## src/rtl/pff_pkg.sv

```systemverilog
// Pareto front finder package: sizes, payload structs, lane and merge types, FSM states.
// Self-contained; imported by every module of the block.
`default_nettype none
package pff_pkg;

    localparam int MAX_POINTS = 64;
    localparam int MAX_OBJ    = 4;
    localparam int OBJ_W      = 32;
    localparam int IDX_W      = $clog2(MAX_POINTS);
    localparam int CNT_W      = $clog2(MAX_POINTS + 1);
    localparam int SEL_W      = (MAX_OBJ > 1) ? $clog2(MAX_OBJ) : 1;
    localparam int NOBJ_W     = 3;
    localparam int FRONT_W    = 6;
    localparam logic [NOBJ_W-1:0] NOBJ_RESET = 3'd2;

    typedef logic signed [OBJ_W-1:0] t_obj;

    typedef struct packed {
        t_obj obj_0;
        t_obj obj_1;
        t_obj obj_2;
        t_obj obj_3;
        logic last_point;
    } t_in;

    typedef struct packed {
        logic [FRONT_W-1:0] front_index;
        logic               last_of_front;
        logic               overflow;
    } t_out;

    // One stored point: all objectives side by side, objective 0 in the low word.
    typedef logic [MAX_OBJ-1:0][OBJ_W-1:0] t_vec;

    // Per-objective compare of the current point against a stored one.
    typedef struct packed {
        logic cur_gt;
        logic st_gt;
    } t_lane_cmp;

    // Bit k: dominance over the first k+1 objectives.
    typedef struct packed {
        logic [MAX_OBJ-1:0] cur_dom;
        logic [MAX_OBJ-1:0] st_dom;
    } t_dom;

    typedef enum logic [1:0] {
        S_IDLE,
        S_SWEEP,
        S_DRAIN,
        S_SCAN
    } t_state;

endpackage
`default_nettype wire

```

## src/rtl/pff_merge.sv

```systemverilog
// Merge stage: combines the lane compares into dominance in both directions
// for every prefix of active objectives. Depends on pff_pkg.
`default_nettype none
module pff_merge (
    input  wire pff_pkg::t_lane_cmp [pff_pkg::MAX_OBJ-1:0] i_cmp,
    output pff_pkg::t_dom                                   o_dom
);
    import pff_pkg::*;

    always_comb begin
        logic cur_ge;
        logic st_ge;
        logic cur_any;
        logic st_any;
        cur_ge  = 1'b1;
        st_ge   = 1'b1;
        cur_any = 1'b0;
        st_any  = 1'b0;
        for (int k = 0; k < MAX_OBJ; k++) begin
            cur_ge  = cur_ge & ~i_cmp[k].st_gt;
            st_ge   = st_ge & ~i_cmp[k].cur_gt;
            cur_any = cur_any | i_cmp[k].cur_gt;
            st_any  = st_any | i_cmp[k].st_gt;
            o_dom.cur_dom[k] = cur_ge & cur_any;
            o_dom.st_dom[k]  = st_ge & st_any;
        end
    end

endmodule
`default_nettype wire

```

## config.mk

```make
export PLATFORM = sky130hd
export DESIGN_NAME = pff_merge
export DESIGN_NICKNAME = d
export VERILOG_FILES = /design/src/rtl/pff_pkg.sv /design/src/rtl/pff_merge.sv
export SDC_FILE = /design/constraint.sdc
export NUM_CORES = 1
export LEC_CHECK = 0
export BUFFER_PORTS_ARGS = -buffer_cell sky130_fd_sc_hd__clkbuf_2
export CAP_MARGIN = 10
export CORE_AREA = 2 2 39 41
export DETAILED_ROUTE_END_ITERATION = 12
export DIE_AREA = 0 0 41 43
export PLACE_DENSITY = 0.3
export SLEW_MARGIN = 20
export SYNTH_ARGS = -nofsm -noshare
export SYNTH_HDL_FRONTEND = slang
export SYNTH_SLANG_ARGS = --single-unit
```

## constraint.sdc

```tcl
create_clock -name vclk -period 3.24
set_clock_uncertainty 0.05 [all_clocks]
set_input_delay 0.972 -clock vclk [all_inputs]
set_output_delay 0.972 -clock vclk [all_outputs]
set_load 0.01 [all_outputs]
```

==> flow_summary.ini <==
[grt]
antenna_found_initial = 0
grt_use_total = 0.0460
grt_pass1_vias = 132
busiest_layer = met1
overflow = 0
met1_usage = 0.0981
met2_usage = 0.0438
grt_pass1_wl_microns = 579
grt_max_degree = 6
grtUsageMet3 = 0.00524

[floorplan]
coreArea_sq_um = 1380
std_cell_rows = 14
start_util = 0.0633
io-pin-count = 16
die_h_microns = 43
dieArea_sq_um = 1760
die_w_microns = 41

[yosys]
synth_nets = 20
yosys.area.top_type_share = 0.171
syn_inst = 12
syn-cell-area_sq_um = 87.6
yosys.area.top_type = o21a_1
yosys-top-cells-area = o21a_1 (17%), nor4_2 (14%), or3_4 (13%), nor3_1 (11%), nor3_2 (11%)
synth_warnings = 0
synth.distinct_cells = 9
postSynthAreaPerCell_sq_um = 7.30
synth_seq_area_share = 0

[placed_design]
post-place-cells = 44
portBuffers = 16
gp_congestion = 0.635
detailedPlace.worstSlack_ps = 395

[timing]
drv_slew = 0
setup_viol = 0
fin_ws_ps = 413
post-route-period-util = 0.873
fmax_mhz = 354
rsz0062_at_grt = no
whs_ps = 2150
layout_min_cycle_time_ps = 2830
hold_viol = 0
setup_tns_ps = 0
slew_headroom = 0.792
worst_pin_slew_ps = 309

[finish]
layout-drive-gt1-share = 0.714
seq_area_sq_um = 0
clkbuf_count = 0
final_cell_count_no_fill = 44
seq_cell_count = 0
n_antenna_cell = 0
synthToLayoutAreaGrowth_pct = 114
fin_nets = 38

[power]
p_leak_nw = 0.0963
ir_drop_mv = 0.0313
p_per_area_nw_per_um2 = 105
finalPower_mw = 0.0196

[drt]
via_count = 151
post_drt_wl_per_cell_microns = 8.73
ant_nets = 0
viasPerCell = 3.43
drt_first_pass_iters = 3
routed_wirelength_microns = 384
drt_iter0_drc = 1
drc = 0

[setup_path]
crit_slowest_cell = or3_4
cp-end-kind = output port
arrival_ps = 1810
crit_top_cell = clkbuf_2
required_ps = 2220
start_kind = input pin
slowest_delay_ps = 390
worstPathCellList = clkbuf_2, or3_4, nor3_2, clkbuf_2
critPathKind = in2out
cp_max_fo = 5
cp-startpoint = i_cmp[0]

[clock_network]
cts_hold_buf = 0
cts_resized = 0
post_cts_buffers = 0

[outcome]
outcome = finished, final reports clean

[hold_path]
hp-start = i_cmp[6]
hold_class = in2out

[job]
max_cap_violations = 0
==> placed cells by master (no fill, tap or decap) <==
| master | instances |
|---|---|
| and2_1 | 1 |
| nor2b_1 | 1 |
| clkbuf_2 | 16 |
| nor3_1 | 2 |
| and2b_2 | 1 |
| or3_4 | 1 |
| o21a_1 | 2 |
| nor2_1 | 2 |
| nor3_2 | 1 |
| nor4_2 | 1 |
==> cells by family (layout without fill, tap and decap cells) <==
logic type / Yosys count / after routing / share of synthesized area
compound gates: 2 / 2 / 0.171
simple gates: 10 / 10 / 0.829
buf+inv: 0 / 16 / 0
==> final timing paths <==
kind,slack (ps),endpoint,cells after the start
worst min-delay path,2150,o_dom[7],3
worst max-delay path,410,o_dom[7],4
==> where the power goes <==
| part | total (mW) | internal (mW) | switching, mW |
|---|---|---|---|
| sequential | 0 | 0 | 0 |
| clock | 0 | 0 | 0 |
| combinational | 0.0196 | 0.00954 | 0.0101 |
==> synthesized netlist by cell type (all sizes together) <==
library cell,number
and2,1
and2b,1
nor2,2
nor2b,1
nor3,3
nor4,1
o21a,2
or3,1
==> routing by layer <==
layer / wire, microns / up-vias
li1: - / 77
met1: 222 / 58
met2: 86 / 16
met3: 74 / 0
met4: 0 / 0
met5: 0 / -
==> metrics by stage <==
stage | utilization | cell area [sq um]
2_1_floorplan | - | 87.6
3_3_place_gp | 0.136 | 188
3_5_place_dp | 0.136 | 188
4_1_cts | 0.136 | 188
5_1_grt | 0.136 | 188
6_report | 0.136 | 188
==> final cells by class <==
class | count | area (sq um)
timing repair buffer | 16 | 80.1
tap | 16 | 20.0
fill | 163 | 1200
multi-input combinational | 12 | 87.6
==> critical path, delay by kind of cell <==
family	cells	cell delay [ps]
buffers and inverters	2	280
AND/OR/NAND/NOR	2	560
(Power assumes the default switching activity.)
