===== src/rtl/pff_pkg.sv =====
// Pareto front finder package: sizes, payload structs, lane and merge types, FSM states.
// Self-contained; imported by every module of the block.
`default_nettype none
package pff_pkg;

    localparam int MAX_POINTS = 64;
    localparam int MAX_OBJ    = 4;
    localparam int OBJ_W      = 32;
    localparam int IDX_W      = $clog2(MAX_POINTS);
    localparam int CNT_W      = $clog2(MAX_POINTS + 1);
    localparam int SEL_W      = (MAX_OBJ > 1) ? $clog2(MAX_OBJ) : 1;
    localparam int NOBJ_W     = 3;
    localparam int FRONT_W    = 6;
    localparam logic [NOBJ_W-1:0] NOBJ_RESET = 3'd2;

    typedef logic signed [OBJ_W-1:0] t_obj;

    typedef struct packed {
        t_obj obj_0;
        t_obj obj_1;
        t_obj obj_2;
        t_obj obj_3;
        logic last_point;
    } t_in;

    typedef struct packed {
        logic [FRONT_W-1:0] front_index;
        logic               last_of_front;
        logic               overflow;
    } t_out;

    // One stored point: all objectives side by side, objective 0 in the low word.
    typedef logic [MAX_OBJ-1:0][OBJ_W-1:0] t_vec;

    // Per-objective compare of the current point against a stored one.
    typedef struct packed {
        logic cur_gt;
        logic st_gt;
    } t_lane_cmp;

    // Bit k: dominance over the first k+1 objectives.
    typedef struct packed {
        logic [MAX_OBJ-1:0] cur_dom;
        logic [MAX_OBJ-1:0] st_dom;
    } t_dom;

    typedef enum logic [1:0] {
        S_IDLE,
        S_SWEEP,
        S_DRAIN,
        S_SCAN
    } t_state;

endpackage
`default_nettype wire


===== src/rtl/pff_lane.sv =====
// Compare lane: signed compare of one objective of the current and a stored point.
// Depends on pff_pkg; result is registered.
`default_nettype none
module pff_lane (
    input  wire                i_clk,
    input  wire pff_pkg::t_obj i_cur,
    input  wire pff_pkg::t_obj i_st,
    output pff_pkg::t_lane_cmp o_cmp
);
    import pff_pkg::*;

    t_lane_cmp r_cmp;
    t_lane_cmp n_cmp;

    always_comb begin
        n_cmp.cur_gt = (i_cur > i_st);
        n_cmp.st_gt  = (i_st > i_cur);
    end

    always_ff @(posedge i_clk) begin
        r_cmp <= n_cmp;
    end

    assign o_cmp = r_cmp;

endmodule
`default_nettype wire


===== config.mk =====
export PLATFORM = sky130hd
export DESIGN_NAME = pff_lane
export DESIGN_NICKNAME = d
export VERILOG_FILES = /design/src/rtl/pff_pkg.sv /design/src/rtl/pff_lane.sv
export SDC_FILE = /design/constraint.sdc
export NUM_CORES = 1
export LEC_CHECK = 0
export BUFFER_PORTS_ARGS = -buffer_cell sky130_fd_sc_hd__buf_2
export CAP_MARGIN = 25
export CORE_MARGIN = 1.5
export CORE_UTILIZATION = 40
export DETAILED_ROUTE_END_ITERATION = 16
export MAX_ROUTING_LAYER = met4
export PLACE_DENSITY = 0.79
export SLEW_MARGIN = 0
export SYNTH_ARGS = -nofsm -noshare
export SYNTH_HDL_FRONTEND = slang
export SYNTH_SLANG_ARGS = --single-unit

===== constraint.sdc =====
create_clock -name i_clk -period 2.8 [get_ports i_clk]
set_clock_uncertainty 0.1 [all_clocks]
set_input_delay 0.56 -clock i_clk [delete_from_list [all_inputs] [get_ports i_clk]]
set_output_delay 0.56 -clock i_clk [all_outputs]
set_load 0.02 [all_outputs]

==> insert_results.sql, run 1 <==
INSERT INTO impl_metrics (metric_group, metric, value, unit) VALUES
('run_status', 'run_status', 'finished, final reports clean', ''),
('clock_network', 'post_cts.repair.setup_buffers', '0', ''),
('grt', 'grt_use_total', '21.3', '%'),
('sta', 'finalCritPeriodShare', '79.8', '%'),
('sta', 'slew_headroom', '75.3', '%'),
('layout', 'post-route-util', '62.7', '%'),
('synthesis', 'synth.ff_latch_count', '2', ''),
('power', 'power_switching', '101', 'uW'),
('setup_path', 'crit_start', 'i_cur[25]', ''),
('sta', 'finalSetupViolCount', '0', ''),
('layout', 'largest_register_ffs', '2', ''),
('place', 'placedCellCount', '210', ''),
('grt', 'grt_max_degree', '6', ''),
('power', 'design_internal_power', '166', 'uW'),
('setup_path', 'worst-path-max-fanout', '3', ''),
('synthesis', 'syn-mean-instance-area', '7.43', 'um2'),
('power', 'part_of_the_power_in_the_clock_network', '25.4', '%'),
('grt', 'overflow', '0', ''),
('routing', 'met2_wirelength', '1.13', 'mm'),
('setup_path', 'cp_data_required_time', '2.87', 'ns'),
('layout', 'fin_nets', '285', ''),
('floorplan', 'die_area', '2460', 'um2'),
('clock_network', 'cts_htree_levels', '1', ''),
('routing', 'drt_pass1_iterations', '4', ''),
('grt', 'antenna_found_initial', '0', ''),
('setup_path', 'crit_buf_inv', '2', ''),
('setup_path', 'endpoint_kind', 'register', ''),
('synthesis', 'syn-cell-area', '870', 'um2'),
('setup_path', 'worst_path_dominant_cell_family', 'compound AO/OA/AOI/OAI gates', ''),
('synthesis', 'synth_top_cells_by_area', 'sky130_fd_sc_hd__ha_1 (46%), sky130_fd_sc_hd__inv_1 (14%), sky130_fd_sc_hd__a21oi_1 (4.6%)', ''),
('routing', 'detail-route-antenna-nets', '0', ''),
('power', 'total_leakage_power', '0.000834', 'uW'),
('routing', 'num_vias', '1043', ''),
('routing', 'top_layer_used', 'met4', ''),
('sta', 'setup_total_negative_slack', '0', 'ns'),
('clock_network', 'cts_tree', 'done', ''),
('floorplan', 'floorplan.rows', '16', ''),
('place', 'globalplace.congestion', '0.756', ''),
('clock_network', 'clock_pin_transition_on_the_worst_setup_and_hold_timing_paths', '0.03', 'ns'),
('job', 'maxCapViolCount', '0', ''),
('floorplan', 'core_area', '2000', 'um2'),
('place', 'place.port_buffers', '66', ''),
('setup_path', 'path_cells', 'buf_2, inv_1, ha_1, a21o_1, a221o_1, a221oi_1, o21ai_0, nor3_1, nand2b_1', ''),
('min_path', 'hold_path_depth', '4', ''),
('power', 'comb_pwr_share', '61.2', '%'),
('place', 'dpl.hpwl', '2.08', 'mm'),
('routing', 'route.layer.met1.wl', '915', 'um'),
('layout', 'final.fill_count', '183', ''),
('sta', 'maxClockFrequency', '447', 'MHz'),
('power', 'net_switching_share_of_the_total_power', '37.7', '%'),
('routing', 'via_per_inst', '4.90', ''),
('grt', 'first_global_vias', '1084', ''),
('sta', 'rsz_0062_raised_after_global_routing', 'no', ''),
('clock_network', 'cts-hold-fix-buffers', '0', ''),
('clock_network', 'cts-resized-gates', '0', ''),
('synthesis', 'synth_warnings', '0', ''),
('min_path', 'worst_hold_path.endpoint', 'o_cmp[1]$_DFF_P_', ''),
('floorplan', 'dieHeight', '49.6', 'um'),
('floorplan', 'boundaryPins', '67', ''),
('layout', 'n_antenna_cell', '0', ''),
('min_path', 'timing.hold.worst.start', 'i_st[31]', ''),
('setup_path', 'slowest_stage', 'sky130_fd_sc_hd__ha_1', ''),
('power', 'share_seq_of_total_power', '13.3', '%'),
('sta', 'finalMaxSlewViolations', '0', ''),
('routing', 'drt-wirelength-per-cell', '10.6', 'um'),
('floorplan', 'initial_core_utilization', '43.4', '%'),
('grt', 'grt_pass1_wl', '4.04', 'mm'),
('synthesis', 'post_synthesis_instance_total', '117', ''),
('clock_network', 'clock_path_buffers', '2', ''),
('routing', 'post-route-drc-count', '0', ''),
('layout', 'final_std_cells_w_o_fill', '213', '');
-- kinds of logic (layout without fill, tap and decap cells) --
family | after synthesis | in the layout | share of synthesized area [%]
flip-flops | 2 | 2 | 4.60
buffers and inverters | 33 | 102 | 14.2
adder cells (fa/ha/maj) | 32 | 32 | 46.0
AO/OA/AOI/OAI | 25 | 25 | 19.6
AND/OR/NAND/NOR | 25 | 25 | 15.5
-- how the worst max path moves through the flow --
stage | end | slack (ns) | depth (start not counted)
floorplan | o_cmp[0]$_DFF_P_ | 0.57 | 8
global placement | o_cmp[0]$_DFF_P_ | 0.40 | 9
detailed placement | o_cmp[0]$_DFF_P_ | 0.33 | 9
CTS | o_cmp[0]$_DFF_P_ | 0.58 | 9
global route | o_cmp[0]$_DFF_P_ | 0.44 | 9
finish | o_cmp[0]$_DFF_P_ | 0.56 | 9
-- metrics by stage --
step	worst slack, ns	cell area [um2]
final	0.565	1260
after floorplan	0.574	870
after detailed placement	0.335	1230
after CTS	0.580	1260
after global routing	0.442	1260
after global placement	0.397	1230
-- tightest hold or removal path, stage by stage --
cell                     delay, ns
sky130_fd_sc_hd__buf_2        0.08
sky130_fd_sc_hd__ha_1         0.19
sky130_fd_sc_hd__nor3_1       0.09
sky130_fd_sc_hd__nor2_1       0.09
-- area by class of cell --
class | instances | area [um2] | area share, %
sequential | 2 | 40.0 | 3.19
tap | 27 | 33.8 | 2.69
timing repair buffer | 66 | 330 | 26.3
inverter | 33 | 124 | 9.86
clock buffer | 3 | 22.5 | 1.79
multi-input combinational | 82 | 706 | 56.2
-- synthesized netlist by cell type --
cell type and instances:
sky130_fd_sc_hd__dfxtp_1 2, sky130_fd_sc_hd__a21oi_1 8, sky130_fd_sc_hd__nor4_1 1, sky130_fd_sc_hd__and4_1 1, sky130_fd_sc_hd__a221oi_1 3, sky130_fd_sc_hd__or3_1 1, sky130_fd_sc_hd__and2_0 1, sky130_fd_sc_hd__nor2b_1 1
sky130_fd_sc_hd__inv_1 33, sky130_fd_sc_hd__ha_1 32, sky130_fd_sc_hd__o221ai_1 1, sky130_fd_sc_hd__nor3_1 1, sky130_fd_sc_hd__nand3_1 2, sky130_fd_sc_hd__nand2_1 6, sky130_fd_sc_hd__a31oi_2 1, sky130_fd_sc_hd__o21ai_0 5
sky130_fd_sc_hd__nand2b_1 3, sky130_fd_sc_hd__a221o_1 1, sky130_fd_sc_hd__o21a_1 1, sky130_fd_sc_hd__nor2_1 2, sky130_fd_sc_hd__nand4_1 6, sky130_fd_sc_hd__o211a_1 1, sky130_fd_sc_hd__a21o_1 4
-- layer usage --
layer | global-route usage [%] | vias to the layer above
met5 | - | -
li1 | - | 549
met4 | 6.48 | 0
met1 | 21.3 | 440
met3 | 4.55 | 2
met2 | 40.7 | 52
-- power by group through the flow --
stage | registers, uW | logic [uW] | clock network (uW)
after detailed placement | 36.1 | 163 | 0
after floorplan | 42.1 | 84.4 | 0
after global placement | 35.4 | 151 | 0
final | 35.6 | 163 | 67.8
after global routing | 35.9 | 188 | 75.0
after CTS | 35.7 | 164 | 70.8
No activity file was read; power rests on OpenSTA's default activity.
==> inputs of run 2 (changes only) <==
--- a/config.mk
+++ b/config.mk
@@ -8,10 +8,10 @@
 export BUFFER_PORTS_ARGS = -buffer_cell sky130_fd_sc_hd__buf_2
 export CAP_MARGIN = 25
 export CORE_MARGIN = 1.5
-export CORE_UTILIZATION = 40
+export CORE_UTILIZATION = 36
 export DETAILED_ROUTE_END_ITERATION = 16
 export MAX_ROUTING_LAYER = met4
-export PLACE_DENSITY = 0.79
+export PLACE_DENSITY = 0.75
 export SLEW_MARGIN = 0
 export SYNTH_ARGS = -nofsm -noshare
 export SYNTH_HDL_FRONTEND = slang
==> constraint.sdc (replaced) <==
create_clock -name i_clk -period 1.9 [get_ports i_clk]
set_clock_uncertainty 0.1 [all_clocks]
set_input_delay 0.38 -clock i_clk [delete_from_list [all_inputs] [get_ports i_clk]]
set_output_delay 0.38 -clock i_clk [all_outputs]
set_load 0.02 [all_outputs]
==> insert_results.sql, run 2 (synthesis gave the netlist of run 1 again) <==
INSERT INTO impl_metrics (metric_group, metric, value, unit) VALUES
('min_path', 'timing.hold.worst.start', 'i_st[31]', ''),
('grt', 'overflow', '0', ''),
('routing', 'detail-route-antenna-nets', '0', ''),
('layout', 'final_common_cell', 'sky130_fd_sc_hd__buf_2', ''),
('job', 'maxCapViolCount', '0', ''),
('layout', 'drive_above_1_share', '54.2', '%'),
('clock_network', 'clock_tree.root_cell', 'sky130_fd_sc_hd__clkbuf_4', ''),
('place', 'place.port_buffers', '66', ''),
('power', 'power.density', '301', 'nW/um2'),
('layout', 'fin_nets', '291', ''),
('min_path', 'hold_path_depth', '6', ''),
('sta', 'finalCritPeriodShare', '99.9', '%'),
('grt', 'gr_busiest_metal', 'met2', ''),
('min_path', 'worst_hold_path.endpoint', 'o_cmp[1]$_DFF_P_', ''),
('sta', 'setup_total_negative_slack', '0', 'ns'),
('sta', 'finalMaxSlewViolations', '0', ''),
('routing', 'num_vias', '1071', ''),
('power', 'share_seq_of_total_power', '11.3', '%'),
('routing', 'detail_route.wirelength', '2.71', 'mm'),
('clock_network', 'cts_tree', 'done', ''),
('routing', 'starting_drc_count_in_detailed_routing', '6', ''),
('sta', 'final.setup.worst_slack', '0.00210', 'ns'),
('clock_network', 'cts_made_buffers', '3', ''),
('clock_network', 'cts.sink_count', '2', ''),
('clock_network', 'clock_pin_transition_on_the_worst_setup_and_hold_timing_paths', '0.03', 'ns'),
('run_status', 'run_status', 'finished, final reports clean', ''),
('sta', 'maxClockFrequency', '527', 'MHz'),
('sta', 'pin_slew_with_the_least_headroom_to_its_limit', '0.283', 'ns'),
('layout', 'n_antenna_cell', '0', ''),
('clock_network', 'cts_htree_levels', '1', ''),
('power', 'part_of_the_power_in_the_clock_network', '20.2', '%'),
('setup_path', 'endpoint_kind', 'register', ''),
('floorplan', 'dieHeight', '52.1', 'um'),
('sta', 'rsz_0062_raised_after_global_routing', 'yes', ''),
('setup_path', 'crit_path_start_kind', 'input port', ''),
('grt', 'grtUsageMet2', '35.0', '%'),
('power', 'power_switching', '173', 'uW'),
('power', 'vdd_drop_max', '0.187', 'mV'),
('setup_path', 'timing_worst_setup_path_type', 'input port to register', ''),
('floorplan', 'core_area', '2250', 'um2'),
('setup_path', 'cp_data_required_time', '1.91', 'ns'),
('min_path', 'worst_hold_path_type', 'input port to register', ''),
('power', 'comb_pwr_share', '68.6', '%'),
('grt', 'grt_pass1_wl', '3.39', 'mm'),
('layout', 'largest_register_ffs', '2', ''),
('setup_path', 'worst-path-max-fanout', '3', ''),
('setup_path', 'arrival', '1.91', 'ns'),
('floorplan', 'die_area', '2720', 'um2'),
('sta', 'hold_viol', '0', ''),
('grt', 'grt_max_degree', '5', ''),
('grt', 'grt_use_total', '16.9', '%'),
('power', 'design_internal_power', '291', 'uW'),
('layout', 'areaGrowthSynthToFinish', '77.0', '%'),
('power', 'total_leakage_power', '0.000885', 'uW'),
('routing', 'drt_pass1_iterations', '4', ''),
('layout', 'layout.cells.most_common_list', 'sky130_fd_sc_hd__buf_2 (58), sky130_fd_sc_hd__inv_1 (24), sky130_fd_sc_hd__ha_1 (22), sky130_fd_sc_hd__ha_4 (10)', ''),
('sta', 'slew_headroom', '81.1', '%'),
('power', 'net_switching_share_of_the_total_power', '37.4', '%'),
('floorplan', 'floorplan.die.width', '52.1', 'um'),
('sta', 'finalSetupViolCount', '0', ''),
('routing', 'drt-wirelength-per-cell', '12.3', 'um'),
('floorplan', 'initial_core_utilization', '38.6', '%'),
('place', 'placement.setup.worst_slack', '-0.280', 'ns'),
('grt', 'first_global_vias', '928', ''),
('routing', 'post-route-drc-count', '0', ''),
('clock_network', 'clock_path_buffers', '2', ''),
('floorplan', 'floorplan.rows', '17', ''),
('place', 'globalplace.congestion', '0.669', ''),
('grt', 'antenna_found_initial', '0', ''),
('routing', 'via_per_inst', '4.87', ''),
('grt', 'use_met1', '16.1', '%'),
('place', 'dpl.hpwl', '2.05', 'mm'),
('grt', 'use_met3', '0.862', '%'),
('power', 'report.power.total', '464', 'uW'),
('sta', 'layout_min_cycle_time', '1.90', 'ns'),
('floorplan', 'boundaryPins', '67', ''),
('sta', 'smallest_hold_slack', '0.565', 'ns');
-- run 2: worst max path at each step --
stage / start / endpoint / slack (ns)
floorplan: i_cur[31] / o_cmp[0]$_DFF_P_ / 0.001
global placement: i_cur[15] / o_cmp[0]$_DFF_P_ / -0.24
detailed placement: i_cur[14] / o_cmp[0]$_DFF_P_ / -0.28
CTS: i_cur[11] / o_cmp[0]$_DFF_P_ / 0.0001
global route: i_cur[10] / o_cmp[0]$_DFF_P_ / -0.08
finish: i_cur[28] / o_cmp[0]$_DFF_P_ / 0.002
-- run 2: layout make-up --
type | count | area (um2)
Clock buffer | 3 | 22.5
Fill cell | 196 | 716
Inverter | 33 | 129
Multi-Input combinational cell | 82 | 887
Sequential cell | 2 | 40.0
Tap cell | 28 | 35.0
Timing Repair Buffer | 72 | 425
-- run 2: repair_timing --
item / 4_1_cts / 5_1_grt
pin swaps: 2 / 14
setup endpoints to repair: 2 / 2
hold buffers: 0 / 0
setup buffers: 0 / 1
gates resized for setup: 3 / 32
-- run 2: power groups by stage --
stage | Sequential, uW | Clock (uW) | Combinational, uW
finish | 52.2 | 93.6 | 318
global route | 52.7 | 95.5 | 355
CTS | 52.1 | 96.1 | 269
detailed placement | 52.7 | 0 | 263
global placement | 52.3 | 0 | 247
floorplan | 62.0 | 0 | 133
-- run 2: per-layer routing --
metal  part of all wire [%]  up-vias
met5                      0        -
met4                    1.8        0
met3                    6.3        4
met2                     57       53
met1                     35      453
li1                       -      561
-- run 2: worst max-delay path: stages --
cell and delay (ns):
sky130_fd_sc_hd__buf_2 0.08, sky130_fd_sc_hd__inv_1 0.04, sky130_fd_sc_hd__ha_1 0.26, sky130_fd_sc_hd__and4_4 0.23, sky130_fd_sc_hd__nand4_1 0.13, sky130_fd_sc_hd__or3_4 0.37
sky130_fd_sc_hd__a31oi_4 0.20, sky130_fd_sc_hd__nor3_2 0.07, sky130_fd_sc_hd__nand2b_1 0.14
-- run 2: metrics by stage --
stage | utilization, % | area, um2 | std cells
floorplan | - | 926 | 117
global placement | 58.9 | 1330 | 216
detailed placement | 58.9 | 1330 | 216
CTS | 60.8 | 1370 | 219
global route | 68.3 | 1540 | 220
finish | 68.3 | 1540 | 220
